===== src/design/tfn_pkg.sv =====
// Shared widths and pipeline word types for the triangle face normal core.
// No dependencies; every other design file refers to it by scoped names.
package tfn_pkg;

    localparam int COORD_BITS       = 16;
    localparam int NORMAL_FRAC_BITS = 14;

    localparam int EDGE_W     = COORD_BITS + 1;              // B-A, C-A
    localparam int PROD_W     = 2 * EDGE_W;                  // edge products
    localparam int CROSS_W    = PROD_W + 1;                  // signed cross term
    localparam int MAG_W      = PROD_W;                      // |cross term|
    localparam int SQ_W       = 2 * MAG_W;                   // squared term
    localparam int SUM_W      = SQ_W + 2;                    // squared length
    localparam int ROOT_STEPS = NORMAL_FRAC_BITS + 2;        // bits of the root
    localparam int WORK_W     = SQ_W + 2 * NORMAL_FRAC_BITS + 8;
    localparam int OUT_W      = NORMAL_FRAC_BITS + 2;
    localparam int LANES      = 3;

    // one component lane of the root recurrence
    typedef struct packed {
        logic [WORK_W-1:0]     resid;   // c^2 * 2^(2F+2) - T^2 * S
        logic [WORK_W-1:0]     acc;     // T * S
        logic [ROOT_STEPS-1:0] root;    // T, settled from the top bit down
    } t_lane;

    typedef struct packed {
        t_lane [LANES-1:0]  lane;
        logic [SUM_W-1:0]   sum;
        logic [LANES-1:0]   neg;
        logic               degen;
    } t_root_word;

endpackage


===== src/design/tfn_in_if.sv =====


interface tfn_out_if;
    logic                                valid;
    logic                                ready;
    logic signed [tfn_pkg::OUT_W-1:0]    normal_x;
    logic signed [tfn_pkg::OUT_W-1:0]    normal_y;
    logic signed [tfn_pkg::OUT_W-1:0]    normal_z;
    logic                                degenerate;

    modport source (output valid, normal_x, normal_y, normal_z, degenerate, input ready);
    modport sink   (input valid, normal_x, normal_y, normal_z, degenerate, output ready);
endinterface


===== src/design/tfn_out.sv =====
// Output stage: rounds T to the Q1.F code, applies sign, degenerate case.
// Depends on tfn_pkg and tfn_out_if.
module tfn_out (
    input  logic                i_clk,
    input  logic                i_rst_n,
    input  logic                i_valid,
    output logic                o_ready,
    input  tfn_pkg::t_root_word i_word,
    tfn_out_if.source           o_out
);
    logic                      r_v;
    logic [tfn_pkg::OUT_W-1:0] r_n [tfn_pkg::LANES];
    logic                      r_degen;
    logic [tfn_pkg::OUT_W-1:0] n_n [tfn_pkg::LANES];
    logic [tfn_pkg::OUT_W:0]   n_inc [tfn_pkg::LANES];

    assign o_ready = !r_v || o_out.ready;

    // q = (T+1)/2 is the largest q with (2q-1)^2 S <= c^2 2^(2F+2)
    always_comb begin
        for (int j = 0; j < tfn_pkg::LANES; j++) begin
            n_inc[j] = {1'b0, i_word.lane[j].root} + 1'b1;
            n_n[j]   = i_word.neg[j] ? -n_inc[j][tfn_pkg::OUT_W:1]
                                     : n_inc[j][tfn_pkg::OUT_W:1];
            if (i_word.degen) begin
                n_n[j] = '0;
            end
        end
    end

    always_ff @(posedge i_clk) begin
        if (!i_rst_n) begin
            r_v <= 1'b0;
        end else if (o_ready) begin
            r_v <= i_valid;
        end
    end

    always_ff @(posedge i_clk) begin
        if (o_ready) begin
            r_n     <= n_n;
            r_degen <= i_word.degen;
        end
    end

    assign o_out.valid      = r_v;
    assign o_out.normal_x   = r_n[0];
    assign o_out.normal_y   = r_n[1];
    assign o_out.normal_z   = r_n[2];
    assign o_out.degenerate = r_degen;

endmodule


===== src/flat_wrapper.sv =====
// flat-port wrapper written by rule: the top's interface ports become plain ports
module tfn_out_flat 
  (i_clk, i_rst_n, i_valid, o_ready, i_word, o_out_valid, o_out_normal_x, o_out_normal_y, o_out_normal_z, o_out_degenerate, o_out_ready);
  tfn_out_if o_out_i ();
  input  logic i_clk;
  input  logic i_rst_n;
  input  logic i_valid;
  output logic o_ready;
  input  tfn_pkg::t_root_word i_word;
  output wire logic [$bits(o_out_i.valid)-1:0] o_out_valid;
  output wire logic [$bits(o_out_i.normal_x)-1:0] o_out_normal_x;
  output wire logic [$bits(o_out_i.normal_y)-1:0] o_out_normal_y;
  output wire logic [$bits(o_out_i.normal_z)-1:0] o_out_normal_z;
  output wire logic [$bits(o_out_i.degenerate)-1:0] o_out_degenerate;
  input wire logic [$bits(o_out_i.ready)-1:0] o_out_ready;
  assign o_out_valid = o_out_i.valid;
  assign o_out_normal_x = o_out_i.normal_x;
  assign o_out_normal_y = o_out_i.normal_y;
  assign o_out_normal_z = o_out_i.normal_z;
  assign o_out_degenerate = o_out_i.degenerate;
  assign o_out_i.ready = o_out_ready;
  tfn_out u_core (.i_clk(i_clk), .i_rst_n(i_rst_n), .i_valid(i_valid), .o_ready(o_ready), .i_word(i_word), .o_out(o_out_i));
endmodule

===== config.mk =====
export PLATFORM = sky130hd
export DESIGN_NAME = tfn_out_flat
export DESIGN_NICKNAME = d
export VERILOG_FILES = /design/src/design/tfn_pkg.sv /design/src/design/tfn_in_if.sv /design/src/design/tfn_out.sv /design/src/flat_wrapper.sv
export SDC_FILE = /design/constraint.sdc
export NUM_CORES = 1
export LEC_CHECK = 0
export BUFFER_PORTS_ARGS = -buffer_cell sky130_fd_sc_hd__clkbuf_2
export CAP_MARGIN = 20
export CELL_PAD_IN_SITES_DETAIL_PLACEMENT = 1
export CELL_PAD_IN_SITES_GLOBAL_PLACEMENT = 1
export CORE_AREA = 2 2 310 312
export DETAILED_ROUTE_END_ITERATION = 10
export DIE_AREA = 0 0 312 314
export GPL_ROUTABILITY_DRIVEN = 0
export GPL_TIMING_DRIVEN = 0
export HOLD_SLACK_MARGIN = 0.08
export PLACE_DENSITY_LB_ADDON = 0.1
export SLEW_MARGIN = 20
export SYNTH_ARGS = -nofsm -noshare
export SYNTH_HDL_FRONTEND = slang
export SYNTH_SLANG_ARGS = --single-unit
export TNS_END_PERCENT = 5

===== constraint.sdc =====
create_clock -name i_clk -period 8.8 [get_ports i_clk]
set_input_delay 2.2 -clock i_clk [delete_from_list [all_inputs] [get_ports i_clk]]
set_output_delay 2.2 -clock i_clk [all_outputs]
set_load 0.01 [all_outputs]

# Word-level counts from Yosys, hierarchy flattened
# Index checks and enable logic that the tools add are counted.
# word_totals
ramBits	0
ff_bits	50
mem_bits_ro	0
in_bits	750
output_inout_bits	51
memories	0
latch_bits	0
# op_classes
n_reduce_logical	2
mux	3
order_cmp	0
n_shift	0
n_bitwise	0
add_sub_neg	6
n_eq_ne	0
div	0
multipliers	0
# ops
operator	n
$add A16 B1 Y17 const B	3
$mux W16	3
$neg A16 Y16	3
$logic_not A1 Y1	1
$logic_or A1 B1 Y1	1

# Depth between registers and ports, before layout
# depth
ltp_word	3
mapped_depth	9
depth_no_buf	8

# Least setup slack after synthesis
# Ideal clock, no wire load.
# synth_timing
path_kind	input -> output
startpoint	in o_out_ready
endpoint	out o_ready
slack_ps	3101
n_path_buf	0
stages	1
t_arrival_ps	3499
path_cell_list	nand2b_1
# synth_between
elab_chain_cells	1
# synth_rtl
element	line	source
from (decl)	flat_wrapper.sv:15	input wire logic [$bits(o_out_i.ready)-1:0] o_out_ready;
$logic_or A1 B1 Y1	tfn_out.sv:17	assign o_ready = !r_v || o_out.ready;
to (decl)	flat_wrapper.sv:8	output logic o_ready;
# Every way passes these cells.

# Worst setup path in the final report
# Ends and elaborated chain as after synthesis.

==> impl_metrics.py <==
metrics = {
    "run_status": {
        "status": "finished, final reports clean",
    },
    "sta": {
        "clock_skew_ps": 11.3,
        "slew_viol_final": 0,
        "fmaxAchievable_ghz": 0.201,
        "setup_viol": 0,
        "hold_viol": 0,
        "period_minus_slack_ps": 4980,
        "grt_setup_unrepaired": "false",
        "slew-limit-headroom_pct": 37.8,
        "worstMarginPinSlew_ps": 925,
        "fin_setup_tns_ps": 0,
        "fin_crit_sh_pct": 56.6,
    },
    "floorplanning": {
        "placementRows": 113,
        "core_mm2": 0.0944,
        "io_pins": 801,
        "die_x_um": 312,
        "initial_core_util_pct": 4.90,
        "die-area_mm2": 0.0980,
        "dieHeight_um": 314,
    },
    "placed_design": {
        "dp_cells": 1887,
        "port_buffers": 92,
        "dpl.hpwl_um": 23600,
    },
    "drt": {
        "route.detailed.drc": 0,
        "drtPass1Iterations": 4,
        "wirelength_um": 28600,
        "vias": 4523,
        "ant_nets": 0,
        "drtIter0Drc": 189,
        "avgViaCountPerCell": 2.39,
        "routedWlPerCell_um": 15.1,
    },
    "clocking": {
        "clock_path_buffers": 2,
        "clk_latency_ps": 330,
        "hold_buffers": 0,
        "cts_buffers": 5,
        "cts_resized": 0,
        "cts.sinks": 50,
        "cts_root_buf": "clkbuf_16",
        "clk_pin_slew_ps": 80,
        "cts_tree": "yes",
        "cts_setup_buffers": 0,
        "htreeDepth": 2,
    },
    "critical_path": {
        "worstPathRequired_ps": 6600,
        "critPathKind": "in -> out",
        "crit_path_frequent_cell": "clkbuf_2",
        "r2r_setup_slack_ps": 7560,
        "path_cells": "clkbuf_2 -> nand2b_4 -> clkbuf_2",
        "crit_path_start_kind": "input port",
        "cp.arrival_ps": 2780,
        "cp_slowest_cell": "nand2b_4",
        "endpoint_kind": "output pin",
        "slowest_delay_ps": 300,
        "crit_fanout": 18,
    },
    "synthesis": {
        "synth_nets": 1285,
        "syn_area_mm2": 0.00463,
        "yosysTopAreaCellShare_pct": 31.8,
        "async_reset_ff_share_pct": 0,
        "yosysTopAreaCell": "edfxtp_1",
        "synth.avg_cell_area_um2": 8.75,
        "ys_types": 79,
        "synth-main-ff-cell": "edfxtp_1",
        "ys_seq_area_share_pct": 32.2,
        "yosysWarningCount": 0,
        "synth_edf_count": 49,
        "ys_ff_latch": 50,
        "yosys-top-cells-area": "edfxtp_1, xnor2_1, nor2_1",
        "syn_inst": 529,
    },
    "grt": {
        "antenna_found_initial": 8,
        "grt_pass1_vias": 4899,
        "grt_pass1_wl_um": 39800,
        "grt_start_max_net_pins": 35,
        "overflow": 0,
        "grt_usage_pct": 5.86,
    },
    "finish": {
        "nFillCells": 11300,
        "layout_commonest_cell": "clkbuf_2",
        "area_growth_pct": 48.0,
        "fin_cells": 1896,
        "drive_above_1_share_pct": 23.5,
        "final_cell_mix": "clkbuf_2, nor2_1, edfxtp_1",
        "fin_nets": 1385,
        "ff_latch_area_mm2": 0.00149,
        "multi_input_area_mm2": 0.00288,
    },
    "power_and_ir_drop": {
        "leakagePower_uw": 0.00209,
        "powerDensity_mw_per_mm2": 108,
        "irDropWorstVdd_mv": 0.0621,
    },
    "worst_hold_path": {
        "hp-class": "reg -> reg",
    },
    "run": {
        "maxCapViolations": 0,
    },
}
==> report_power, final <==
group	leakage, uW	switching, uW	internal (uW)
Sequential	0.000552	10.7	290
Clock	0.0000641	115	107
Combinational	0.00147	140	74.0
==> final timing paths <==
path,startpoint,to,cells past startpoint
setup reg to reg,u_core.o_out.valid$_SDFFE_PN0P_,u_core.o_out.normal_y[11]$_SDFFCE_PP0P_,2
setup / recovery,o_out_ready,o_ready,3
hold reg to reg,u_core.o_out.valid$_SDFFE_PN0P_,u_core.o_out.normal_z[15]$_SDFFCE_PP0P_,1
hold / removal,u_core.o_out.valid$_SDFFE_PN0P_,u_core.o_out.normal_z[15]$_SDFFCE_PP0P_,1
==> stage by stage <==
stage               utilization [%]  power [uW]  hold slack (ps)  area [um2]  setup slack, ps
floorplan                         -         418             1720        4630             3100
detailed placement             7.10         532              813        6710             3610
CTS                            7.25         772              834        6850             3780
global route                   7.25         793              869        6850             3750
global placement               7.06         534             2440        6670             1290
finish                         7.25         736              789        6850             3820
==> registers in the layout (all words and copies together), names as in the netlist <==
name / cells
u_core.o_out.normal_y: 16
u_core.o_out.valid: 1
u_core.o_out.normal_z: 16
u_core.o_out.normal_x: 16
u_core.o_out.degenerate: 1
==> per-layer routing <==
metal	global-route usage (%)	vias to the layer above	wire length, um
li1	-	2164	-
met1	7.28	2264	13200
met2	9.95	76	13800
met3	1.79	17	1310
met4	1.21	2	296
met5	0	-	18
==> worst max-delay path, delay by kind of cell <==
family | cells | cell delay [ps]
simple gates | 1 | 300
buf+inv | 2 | 280
==> area by class of cell <==
| class | instances | share of cell area, % |
|---|---|---|
| Multi-Input combinational cell | 431 | 42.1 |
| Clock inverter | 1 | 0.110 |
| Tap cell | 1265 | 23.1 |
| Antenna cell | 1 | 0.0365 |
| Clock buffer | 7 | 1.94 |
| Sequential cell | 50 | 21.8 |
| Buffer | 35 | 3.11 |
| Inverter | 13 | 0.713 |
| Timing Repair Buffer | 93 | 7.13 |
==> cells in the mapped netlist, types with 7 or more instances <==
cell type,n
o31ai_1,7
xnor2_1,46
nor2b_1,8
xor2_1,20
nand4_1,20
nor3_1,19
o21ai_0,17
and3_1,9
edfxtp_1,49
clkbuf_1,17
nand3_1,29
and2_1,8
a21oi_1,16
nand2_1,29
a31oi_1,7
nor2_1,64
buf_6,7
inv_1,13
nor4_1,12
or3_1,8
==> cells by family after synthesis <==
| group | Yosys count | synth area share, % |
|---|---|---|
| muxes | 10 | 2.35 |
| AOI/OAI and AO/OA | 94 | 15.2 |
| and+or+nand+nor | 255 | 30.5 |
| xor gates and xnor gates | 66 | 12.5 |
| buffers and inverters | 48 | 5.65 |
| DFF | 50 | 32.2 |
| adders and majority gates | 6 | 1.62 |
No activity file was read; power rests on OpenSTA's default activity.
